--- src/rtl/rqad_pkg.sv ---
// shared types and constants for the affinity run queue
package rqad_pkg;

  // field widths of the stream words
  localparam int unsigned OpW     = 1;
  localparam int unsigned CtxIdW  = 8;
  localparam int unsigned ThreadW = 4;
  localparam int unsigned DepthW  = 8;
  localparam int unsigned StatusW = 2;
  localparam int unsigned GrantW  = 8;
  localparam int unsigned OccW    = 5;

  // input tdata layout, lowest bit first
  localparam int unsigned InCtxLo    = 0;
  localparam int unsigned InOwnThdLo = InCtxLo + CtxIdW;
  localparam int unsigned InOwnDepLo = InOwnThdLo + ThreadW;
  localparam int unsigned InReqThdLo = InOwnDepLo + DepthW;
  localparam int unsigned InReqDepLo = InReqThdLo + ThreadW;
  localparam int unsigned InDataW    = ((InReqDepLo + DepthW + 7) / 8) * 8;

  // output tdata layout, lowest bit first
  localparam int unsigned OutGrantLo = 0;
  localparam int unsigned OutOccLo   = OutGrantLo + GrantW;
  localparam int unsigned OutDataW   = ((OutOccLo + OccW + 7) / 8) * 8;

  // operation codes
  typedef enum logic [OpW-1:0] {
    OP_ENQUEUE  = 1'b0,
    OP_DISPATCH = 1'b1
  } op_e;

  // result status codes
  typedef enum logic [StatusW-1:0] {
    ST_ENQUEUED   = 2'd0,
    ST_DROPPED    = 2'd1,
    ST_DISPATCHED = 2'd2,
    ST_NONE       = 2'd3
  } status_e;

  // sequencer states, one-hot
  typedef enum logic [2:0] {
    FSM_IDLE = 3'b001,
    FSM_SCAN = 3'b010,
    FSM_FIN  = 3'b100
  } fsm_e;

endpackage

--- src/rtl/run_queue_affinity_dispatch.sv ---
// fifo run queue of ready contexts with thread affinity dispatch
//
//  channel  dir  handshake                      tuser        tdata
//  s_axis   in   s_axis_tvalid/s_axis_tready    operation    request word
//  m_axis   out  m_axis_tvalid/m_axis_tready    status       result word
//
// an enqueue is accepted with the memory write, then the result follows.
// a dispatch reads the entry memory one entry a cycle from the oldest; the
// match is taken out and later entries move down one place through the same
// read and write ports as the scan goes on.
// reset empties the queue at once; the entry memory itself is not cleared.
// a stalled result is held in the output register; the next word is accepted
// meanwhile and its result waits until the output register frees up.
module run_queue_affinity_dispatch #(
  parameter int unsigned QUEUE_DEPTH = 16,
  parameter int unsigned ID_BITS     = 8,
  parameter int unsigned THREAD_BITS = 4
) (
  input  logic                           clk_i,
  input  logic                           rst_ni,
  // request channel
  input  logic                           s_axis_tvalid,
  output logic                           s_axis_tready,
  // tdata: context_id, owner_thread, owner_depth, requester_thread,
  // requester_depth
  input  logic [rqad_pkg::InDataW-1:0]   s_axis_tdata,
  // tuser: operation
  input  logic [rqad_pkg::OpW-1:0]       s_axis_tuser,
  // result channel
  output logic                           m_axis_tvalid,
  input  logic                           m_axis_tready,
  // tdata: granted_id, occupancy
  output logic [rqad_pkg::OutDataW-1:0]  m_axis_tdata,
  // tuser: status
  output logic [rqad_pkg::StatusW-1:0]   m_axis_tuser
);

  localparam int unsigned AW  = (QUEUE_DEPTH > 1) ? $clog2(QUEUE_DEPTH) : 1;
  localparam int unsigned CW  = $clog2(QUEUE_DEPTH + 1);
  localparam int unsigned DW  = rqad_pkg::DepthW;
  localparam int unsigned EW  = ID_BITS + THREAD_BITS + DW;
  localparam int unsigned TW  = (THREAD_BITS > rqad_pkg::ThreadW) ? THREAD_BITS
                                                                   : rqad_pkg::ThreadW;
  // entry layout in memory: id, owner, depth from the lowest bit
  localparam int unsigned EOwnLo = ID_BITS;
  localparam int unsigned EDepLo = ID_BITS + THREAD_BITS;

  // input field split
  logic [rqad_pkg::CtxIdW-1:0]  in_ctx;
  logic [rqad_pkg::ThreadW-1:0] in_own_thd;
  logic [DW-1:0]                in_own_dep;
  logic [rqad_pkg::ThreadW-1:0] in_req_thd;
  logic [DW-1:0]                in_req_dep;

  assign in_ctx     = s_axis_tdata[rqad_pkg::InCtxLo +: rqad_pkg::CtxIdW];
  assign in_own_thd = s_axis_tdata[rqad_pkg::InOwnThdLo +: rqad_pkg::ThreadW];
  assign in_own_dep = s_axis_tdata[rqad_pkg::InOwnDepLo +: DW];
  assign in_req_thd = s_axis_tdata[rqad_pkg::InReqThdLo +: rqad_pkg::ThreadW];
  assign in_req_dep = s_axis_tdata[rqad_pkg::InReqDepLo +: DW];

  // control state
  rqad_pkg::fsm_e fsm_q, fsm_d;
  logic [CW-1:0]  count_q, count_d;
  logic [AW-1:0]  idx_q, idx_d;
  logic           found_q, found_d;
  logic           out_valid_q, out_valid_d;

  // payload registers
  logic [rqad_pkg::ThreadW-1:0]  req_thd_q, req_thd_d;
  logic [DW-1:0]                 req_dep_q, req_dep_d;
  rqad_pkg::status_e             res_status_q, res_status_d;
  logic [ID_BITS-1:0]            res_id_q, res_id_d;
  rqad_pkg::status_e             out_status_q;
  logic [rqad_pkg::GrantW-1:0]   out_id_q;
  logic [rqad_pkg::OccW-1:0]     out_occ_q;

  // entry memory
  logic [EW-1:0] ent_mem [QUEUE_DEPTH];
  logic [EW-1:0] rd_data_q;
  logic [AW-1:0] rd_addr;
  logic          wr_en;
  logic [AW-1:0] wr_addr;
  logic [EW-1:0] wr_data;

  logic in_fire;
  logic out_load;
  logic full;
  logic scan_last;
  logic ent_match;

  assign s_axis_tready = (fsm_q == rqad_pkg::FSM_IDLE);
  assign in_fire       = s_axis_tvalid && s_axis_tready;
  assign out_load      = (fsm_q == rqad_pkg::FSM_FIN) && (!out_valid_q || m_axis_tready);
  assign full          = (count_q >= CW'(QUEUE_DEPTH));
  assign scan_last     = ((CW'(idx_q) + CW'(1)) == count_q);

  // match of the entry read out this cycle against the latched request; owner 0 matches any
  assign ent_match =
      (rd_data_q[EOwnLo +: THREAD_BITS] == '0) ||
      ((TW'(rd_data_q[EOwnLo +: THREAD_BITS]) == TW'(req_thd_q)) &&
       (rd_data_q[EDepLo +: DW] == req_dep_q));

  // read address: oldest entry at accept, next entry while scanning
  assign rd_addr = (fsm_q == rqad_pkg::FSM_SCAN) ? (idx_q + AW'(1)) : '0;

  // memory ports
  always_ff @(posedge clk_i) begin
    if (wr_en) begin
      ent_mem[wr_addr] <= wr_data;
    end
    rd_data_q <= ent_mem[rd_addr];
  end

  // sequencer
  always_comb begin
    fsm_d        = fsm_q;
    count_d      = count_q;
    idx_d        = idx_q;
    found_d      = found_q;
    req_thd_d    = req_thd_q;
    req_dep_d    = req_dep_q;
    res_status_d = res_status_q;
    res_id_d     = res_id_q;
    wr_en        = 1'b0;
    wr_addr      = AW'(count_q);
    wr_data      = {in_own_dep, THREAD_BITS'(in_own_thd), ID_BITS'(in_ctx)};
    unique case (fsm_q)
      rqad_pkg::FSM_IDLE: begin
        if (in_fire) begin
          req_thd_d = in_req_thd;
          req_dep_d = in_req_dep;
          idx_d     = '0;
          found_d   = 1'b0;
          res_id_d  = '0;
          if (rqad_pkg::op_e'(s_axis_tuser) == rqad_pkg::OP_ENQUEUE) begin
            fsm_d = rqad_pkg::FSM_FIN;
            if (full) begin
              res_status_d = rqad_pkg::ST_DROPPED;
            end else begin
              wr_en        = 1'b1;
              count_d      = count_q + CW'(1);
              res_status_d = rqad_pkg::ST_ENQUEUED;
            end
          end else if (count_q == '0) begin
            fsm_d        = rqad_pkg::FSM_FIN;
            res_status_d = rqad_pkg::ST_NONE;
          end else begin
            fsm_d = rqad_pkg::FSM_SCAN;
          end
        end
      end
      rqad_pkg::FSM_SCAN: begin
        // entries after the match move down one place
        if (found_q) begin
          wr_en   = 1'b1;
          wr_addr = idx_q - AW'(1);
          wr_data = rd_data_q;
        end else if (ent_match) begin
          found_d  = 1'b1;
          res_id_d = rd_data_q[ID_BITS-1:0];
        end
        if (scan_last) begin
          fsm_d = rqad_pkg::FSM_FIN;
          if (found_q || ent_match) begin
            count_d      = count_q - CW'(1);
            res_status_d = rqad_pkg::ST_DISPATCHED;
          end else begin
            res_status_d = rqad_pkg::ST_NONE;
          end
        end else begin
          idx_d = idx_q + AW'(1);
        end
      end
      rqad_pkg::FSM_FIN: begin
        if (out_load) begin
          fsm_d = rqad_pkg::FSM_IDLE;
        end
      end
      default: begin
        fsm_d = rqad_pkg::FSM_IDLE;
      end
    endcase
  end

  // output valid flag
  always_comb begin
    out_valid_d = out_valid_q;
    if (out_load) begin
      out_valid_d = 1'b1;
    end else if (m_axis_tready) begin
      out_valid_d = 1'b0;
    end
  end

  // control registers
  always_ff @(posedge clk_i or negedge rst_ni) begin
    if (!rst_ni) begin
      fsm_q       <= rqad_pkg::FSM_IDLE;
      count_q     <= '0;
      idx_q       <= '0;
      found_q     <= 1'b0;
      out_valid_q <= 1'b0;
    end else begin
      fsm_q       <= fsm_d;
      count_q     <= count_d;
      idx_q       <= idx_d;
      found_q     <= found_d;
      out_valid_q <= out_valid_d;
    end
  end

  // payload registers
  always_ff @(posedge clk_i) begin
    req_thd_q    <= req_thd_d;
    req_dep_q    <= req_dep_d;
    res_status_q <= res_status_d;
    res_id_q     <= res_id_d;
    if (out_load) begin
      out_status_q <= res_status_q;
      out_id_q     <= rqad_pkg::GrantW'(res_id_q);
      out_occ_q    <= rqad_pkg::OccW'(count_q);
    end
  end

  // result word
  assign m_axis_tvalid = out_valid_q;
  assign m_axis_tuser  = out_status_q;
  assign m_axis_tdata  = rqad_pkg::OutDataW'({out_occ_q, out_id_q});

endmodule
--- config.mk ---
export PLATFORM = sky130hd
export DESIGN_NAME = run_queue_affinity_dispatch
export DESIGN_NICKNAME = d
export VERILOG_FILES = /design/src/rtl/rqad_pkg.sv /design/src/rtl/run_queue_affinity_dispatch.sv
export SDC_FILE = /design/constraint.sdc
export NUM_CORES = 1
export LEC_CHECK = 0
export ABC_AREA = 1
export BUFFER_PORTS_ARGS = -buffer_cell sky130_fd_sc_hd__buf_2
export CAP_MARGIN = 5
export CORE_ASPECT_RATIO = 1.4
export CORE_UTILIZATION = 50
export CTS_BUF_LIST = sky130_fd_sc_hd__clkbuf_8
export DETAILED_ROUTE_END_ITERATION = 16
export GPL_TIMING_DRIVEN = 0
export PLACE_DENSITY = 0.72
export SLEW_MARGIN = 30
export SYNTH_ARGS = -nofsm -noshare
export SYNTH_HDL_FRONTEND = slang
export SYNTH_SLANG_ARGS = --single-unit
--- constraint.sdc ---
create_clock -name clk_i -period 6.9 [get_ports clk_i]
set_input_delay 0.345 -clock clk_i [delete_from_list [all_inputs] [get_ports clk_i]]
set_output_delay 0.345 -clock clk_i [all_outputs]
set_load 0.01 [all_outputs]
==> impl_metrics.py, run 1 <==
metrics = {
    "status": {
        "status": "completed",
    },
    "setup_path": {
        "startpoint_type": "flop",
        "critical_path_class": "flop to flop",
        "crit_path_max_fanout": 20,
        "arrival_ns": 3.74,
        "cp.required_ns": 7.12,
        "critPathBufInv": 2,
        "timing.rr.end": "ent_mem[13][10]",
        "critPathTopFamily": "simple AND/OR/NAND/NOR gates",
        "slowest_stage": "nor2_4",
        "max_stage_delay_ns": 0.72,
        "path_cells": "inv_2, nor3_1, inv_1, nor2_2, nand2_1, nand2_1, nand3_1, nor2_4",
        "r2r_start": "fsm_q[0]",
        "crit_top_cell": "nand2_1",
        "reg2reg_setup_slack_ns": 3.39,
        "r2r_cells": 8,
        "end_kind": "flop",
    },
    "floorplan": {
        "core_sq_um": 30800,
        "die_h_um": 211,
        "rows": 76,
        "die_w_um": 152,
        "initial_utilization_pct": 50.8,
        "die_area_sq_um": 32000,
        "pin_count": 57,
    },
    "synthesis": {
        "synth_compound_area_share_pct": 9.02,
        "synth_top_family_by_area": "simple AND/OR/NAND/NOR gates",
        "synth_top_cell_area_share_pct": 68.5,
        "synthMuxAreaShare_pct": 0,
        "yosys-top-cells-area": "edfxtp_1, nand2_1, o221ai_1",
        "yosys_register_bits": 391,
        "yosys.area_share.adder_pct": 0.528,
        "yosys.area_share.simple_pct": 12.3,
        "ys_seq_area_share_pct": 73.3,
        "yosysUniqueCellTypes": 38,
        "synthesis.area_sq_um": 15700,
        "synth.largest_area_cell": "edfxtp_1",
        "netlist_instances": 1232,
        "ys_warn_count": 0,
        "avgSynthCellArea_sq_um": 12.7,
        "synth_xor_area_share_pct": 0.951,
    },
    "layout": {
        "drive_gt1_share_pct": 16.3,
        "area_delta_synth_final_pct": 16.1,
        "fin_util_pct": 59.0,
        "antenna_cells": 0,
        "nFillCells": 2327,
        "stdcell_area_sq_um": 18200,
        "layout.nets": 1417,
    },
    "grt": {
        "grt_max_degree": 21,
        "grt_pass1_vias": 10800,
        "gr-total-overflow": 0,
        "grt_use_total_pct": 26.0,
        "antenna_found_initial": 0,
        "grt_pass1_wl_um": 60300,
    },
    "cts": {
        "cts_sinks": 391,
        "postCtsSetupBuffers": 0,
        "cts_tree": "built",
        "cts_buffer_depth": 3,
        "clk_latency_ns": 0.61,
        "cts_inserted_buffers": 53,
        "clkTransAtPathRegs_ns": 0.07,
        "root_buffer": "clkbuf_8",
        "htree_num_levels": 2,
    },
    "pwr": {
        "comb_power_share_pct": 19.5,
        "p_sw_w": 0.00173,
        "p_int_w": 0.00402,
        "p_sw_share_pct": 30.1,
        "peakVddDrop_mv": 0.124,
        "clkPwrFrac_pct": 30.8,
        "seqPwrFrac_pct": 49.7,
        "p_leak_nw": 6.47,
        "power_density_nw_per_um2": 316,
    },
    "routing": {
        "dr.pass1.iters": 5,
        "viasPerCell": 5.88,
        "ant_nets": 0,
        "dr.first_iter.drc_count": 1117,
        "routed-via-count": 10600,
        "drc": 0,
        "drt_wl_total_um": 40300,
        "wl_per_cell_um": 22.3,
    },
    "placed_design": {
        "placed_area_sq_um": 16900,
        "place_ws_ns": 3.40,
        "place_congestion": 0.936,
        "dpl.hpwl_um": 27700,
        "place.port_buffers": 53,
    },
    "sta": {
        "slew_headroom_pct": 40.5,
        "fmaxAchievable_mhz": 285,
        "drv_slew": 0,
        "setup_viol": 0,
        "finalHoldViolations": 0,
        "rsz0062_at_grt": "no",
        "finalCriticalPeriod_ns": 3.51,
        "timing.final.crit_share_pct": 50.9,
        "holdWs_ns": 0.0408,
        "tns_ns": 0,
        "fin_ws_ns": 3.39,
        "tightest_slew_ns": 0.892,
        "fin_skew_ns": 0.0216,
    },
    "min_path": {
        "whs_endpoint": "fsm_q[0]",
        "min_path_cells": 4,
        "hp-start": "s_axis_tvalid",
        "holdCritPathClass": "primary input to flop",
    },
    "flow_run": {
        "maxCapViolations": 0,
    },
}
[power groups by stage]
stage                     combinational, W  clock (W)  sequential [W]
after floorplan                   0.000691          0         0.00289
after global placement             0.00102          0         0.00290
after detailed placement           0.00110          0         0.00291
after CTS                          0.00111    0.00178         0.00286
after global routing               0.00122    0.00188         0.00287
final                              0.00112    0.00177         0.00286
[worst max-delay path by stage]
stage / startpoint / to / slack (ns) / cells after the start
after global routing: fsm_q[0] / ent_mem[13][10] / 3.21 / 8
after CTS: fsm_q[0] / ent_mem[8][11] / 3.40 / 8
final: fsm_q[0] / ent_mem[13][10] / 3.39 / 8
after floorplan: fsm_q[0] / ent_mem[0][0] / 3.56 / 8
after global placement: fsm_q[0] / ent_mem[2][15] / 2.26 / 8
after detailed placement: fsm_q[0] / ent_mem[8][14] / 3.40 / 8
[synthesized netlist by cell type]
master      n
edfxtp_1  357
nand2_1   208
nor2_1    134
o21ai_0   100
nand3_1    91
o221ai_1   75
inv_1      64
clkbuf_1   37
o21ai_1    24
dfxtp_1    20
buf_2      18
xnor2_1    14
dfrtp_1    13
buf_4      11
o211ai_1   11
nand4_1     9
or2_2       6
buf_1       5
ha_1        5
inv_2       4
nand2_2     4
xor2_1      3
a21oi_1     2
nand3_2     2
nor3_1      2
a21oi_2     1
a21oi_4     1
buf_6       1
conb_1      1
dfstp_2     1
fa_1        1
inv_4       1
nand3_4     1
nand3b_1    1
nor2_2      1
nor2_4      1
o21ai_2     1
o311ai_0    1
[cells in the final DEF (no fill, tap or decap), drive strengths merged, types with 4 or more instances in the layout]
| cell type | n |
|---|---|
| edfxtp | 357 |
| nand2 | 212 |
| nor2 | 136 |
| o21ai | 125 |
| buf | 106 |
| clkbuf | 101 |
| nand3 | 94 |
| inv | 84 |
| o221ai | 75 |
| dfxtp | 20 |
| clkinv | 18 |
| xnor2 | 14 |
| dlygate4sd3 | 14 |
| dfrtp | 13 |
| o211ai | 11 |
| nand4 | 9 |
| or2 | 6 |
| ha | 5 |
| a21oi | 4 |
[cell families after synthesis]
group / after synthesis
AO/OA/AOI/OAI: 216
XOR/XNOR: 17
adder cells (fa/ha/maj): 6
buffers and inverters: 141
flip-flops: 391
other: 1
AND/OR/NAND/NOR: 460
[through the flow]
step / instances / power, W
after detailed placement: 1695 / 0.00401
after global routing: 1809 / 0.00598
after floorplan: 1234 / 0.00358
after CTS: 1809 / 0.00575
after global placement: 1677 / 0.00392
final: 1809 / 0.00575
[per-layer routing]
layer	vias to the layer above	GRT usage, %	wire length [um]
met5	-	0	0
met4	0	16.8	2520
met3	170	4.29	3320
met2	589	46.0	21000
met1	5127	28.5	13500
li1	4756	-	-
[state kept, by name, summed over array words and instances, names as in the netlist]
name	flops
found_q	1
req_dep_q	8
fsm_q	3
res_id_q	8
m_axis_tvalid	1
rd_data_q	20
count_q	5
ent_mem	320
res_status_q	2
out_id_q	8
req_thd_q	4
m_axis_tuser	2
out_occ_q	5
idx_q	4
[cell type report]
type | instances | area [sq um] | share of cell area, %
Clock buffer | 64 | 881 | 4.85
Sequential cell | 391 | 11500 | 63.1
Timing Repair Buffer | 85 | 768 | 4.23
Inverter | 69 | 262 | 1.44
Clock inverter | 36 | 213 | 1.17
Buffer | 72 | 342 | 1.88
Tap cell | 390 | 488 | 2.68
Multi-Input combinational cell | 702 | 3750 | 20.6
[timing repair]
item,in CTS,in global routing
setup endpoints to repair,0,0
gates resized for setup,0,0
hold buffers,14,0
hold endpoints to repair,27,0
[worst min-delay path, cell delays in order]
cell and delay (ns):
buf_2 0.09, nor2_1 0.07, inv_1 0.07, o21ai_1 0.07
No activity file was read; power rests on OpenSTA's default activity.
==> run 2, diff against run 1 <==
--- a/config.mk
+++ b/config.mk
@@ -13,7 +13,7 @@
 export CTS_BUF_LIST = sky130_fd_sc_hd__clkbuf_8
 export DETAILED_ROUTE_END_ITERATION = 16
 export GPL_TIMING_DRIVEN = 0
-export PLACE_DENSITY = 0.72
+export PLACE_DENSITY = 0.74
 export SLEW_MARGIN = 30
 export SYNTH_ARGS = -nofsm -noshare
 export SYNTH_HDL_FRONTEND = slang
==> constraint.sdc (replaced) <==
create_clock -name clk_i -period 3.05 [get_ports clk_i]
set_input_delay 0.1525 -clock clk_i [delete_from_list [all_inputs] [get_ports clk_i]]
set_output_delay 0.1525 -clock clk_i [all_outputs]
set_load 0.01 [all_outputs]
==> run 2 against run 1 <==
Compared with the run above: the flow now finishes with violations (negative setup slack); utilization is 1.3 points higher; die area did not move; first-iteration DRC count is 32% higher; register-to-register slack got worse by 3.4 ns; critical path depth up 1; global-route usage increased by 1.7 points; via count is 4.4% higher; worst setup slack got worse by 3.4 ns; non-clock buffer count rose by 29; design area increased by 2.2%; combinational power is 140% higher; largest power group unchanged.
==> impl_metrics.py, run 2 (synthesis results as in run 1) <==
metrics = {
    "layout": {
        "area_delta_synth_final_pct": 18.6,
        "mostFrequentLayoutCell": "edfxtp_1",
        "regMostFlops": "ent_mem",
        "top_regs": "ent_mem (320), rd_data_q (20)",
        "fin_util_pct": 60.3,
        "largest_register_ffs": 320,
        "nFillCells": 2238,
        "layout.nets": 1451,
        "layout_common_cells": "edfxtp_1, nand2_1, nor2_1",
        "drive_gt1_share_pct": 17.5,
    },
    "setup_path": {
        "arrival_ns": 3.40,
        "path_cells": "inv_2, nor3_1, inv_1, nor2_4, nand2_1, nand2_1, nand3_1, nor2_4, buf_8",
        "end_kind": "flop",
        "max_stage_delay_ns": 0.53,
        "cp.required_ns": 3.37,
        "startpoint_type": "flop",
        "slowest_stage": "dfstp_2",
        "crit_path_max_fanout": 14,
        "critical_path_class": "flop to flop",
    },
    "placed_design": {
        "place.port_buffers": 53,
        "dpl.hpwl_um": 28500,
        "place_congestion": 0.853,
    },
    "grt": {
        "antenna_found_initial": 1,
        "grt_max_degree": 21,
        "grt_use_total_pct": 27.7,
        "gr-total-overflow": 0,
        "grt_pass1_vias": 11000,
        "grt_pass1_wl_um": 63700,
    },
    "routing": {
        "dr.first_iter.drc_count": 1474,
        "viasPerCell": 6.02,
        "ant_nets": 0,
        "routed-via-count": 11100,
        "drc": 0,
        "drt_wl_total_um": 43600,
        "dr.pass1.iters": 6,
        "wl_per_cell_um": 23.6,
    },
    "flow_run": {
        "maxCapViolations": 0,
    },
    "cts": {
        "htree_num_levels": 2,
        "root_buffer": "clkbuf_8",
        "clk_latency_ns": 0.63,
        "cts_buffer_depth": 3,
        "cts_tree": "built",
        "cts_sinks": 391,
        "clkTransAtPathRegs_ns": 0.07,
        "cts_inserted_buffers": 54,
    },
    "status": {
        "status": "finished, violations left",
        "violations": "negative setup slack",
    },
    "floorplan": {
        "pin_count": 57,
        "initial_utilization_pct": 50.8,
        "die_h_um": 211,
        "die_area_sq_um": 32000,
        "die_w_um": 152,
        "core_sq_um": 30800,
        "rows": 76,
    },
    "sta": {
        "timing.final.crit_share_pct": 101,
        "rsz0062_at_grt": "yes",
        "finalHoldViolations": 0,
        "fin_skew_ns": 0.0261,
        "fin_ws_ns": -0.0273,
        "drv_slew": 0,
        "holdWs_ns": 0.0609,
        "slew_headroom_pct": 43.5,
        "tightest_slew_ns": 0.847,
        "tns_ns": -0.534,
        "setup_viol": 43,
        "finalCriticalPeriod_ns": 3.08,
        "fmaxAchievable_mhz": 325,
    },
    "pwr": {
        "power_density_nw_per_um2": 708,
        "peakVddDrop_mv": 0.330,
        "p_leak_nw": 6.65,
    },
    "min_path": {
        "holdCritPathClass": "primary input to flop",
    },
}
[run 2: area by class of cell]
| class | count | area [sq um] | area share [%] |
|---|---|---|---|
| Clock buffer | 61 | 840 | 4.52 |
| Inverter | 69 | 262 | 1.41 |
| Sequential cell | 391 | 11500 | 61.8 |
| Timing Repair Buffer | 114 | 1130 | 6.08 |
| Clock inverter | 40 | 226 | 1.22 |
| Buffer | 72 | 342 | 1.84 |
| Multi-Input combinational cell | 706 | 3810 | 20.5 |
| Antenna cell | 1 | 2.50 | 0.0135 |
| Tap cell | 390 | 488 | 2.63 |
[run 2: timing repair]
action	CTS	global route
resized for setup	5	1
gates cloned	4	0
pin swaps	13	7
hold endpoints to repair	54	0
endpoints found under the setup margin	320	320
setup buffers	10	8
hold buffers	23	0
[run 2: worst max-delay path: cells and delay by family, from the launching register on]
family | cells | cell delay [ns]
and+or+nand+nor | 6 | 1.79
DFF | 1 | 0.53
buffers and inverters | 3 | 0.43
[run 2: per-layer routing]
layer	routed length, um	track usage (%)	up-vias
li1	-	-	4834
met1	14400	31.4	5315
met2	21500	45.9	791
met3	4400	5.39	169
met4	3310	20.9	0
met5	0	0	-
[run 2: through the flow]
stage	total power, W	instances	setup WS, ns	instance area [sq um]
after floorplan	0.00810	1234	-0.288	15700
after global placement	0.00893	1677	-1.55	16400
after detailed placement	0.00913	1697	-0.360	16900
after CTS	0.0131	1835	-0.0272	18400
after global routing	0.0136	1843	-0.191	18600
final	0.0132	1844	-0.0273	18600
[run 2: path summary, 6_finish.rpt]
check,from,to,slack [ns],cells past startpoint
worst max register to register,fsm_q[0],ent_mem[4][16],-0.03,9
worst min register to register,res_status_q[1],m_axis_tuser[1],0.42,0
min in group asynchronous,rst_ni,fsm_q[0],0.54,3
worst min-delay path,s_axis_tdata[3],ent_mem[14][3],0.06,3
worst max-delay path,fsm_q[0],ent_mem[4][16],-0.03,9
max in group asynchronous,rst_ni,count_q[2],1.45,4
[run 2: report_power, final]
group	internal, W	switching [W]	total (W)
sequential	0.00629	0.000161	0.00645
clock	0.00201	0.00196	0.00397
combinational	0.000749	0.00200	0.00274
total	0.00904	0.00411	0.0132
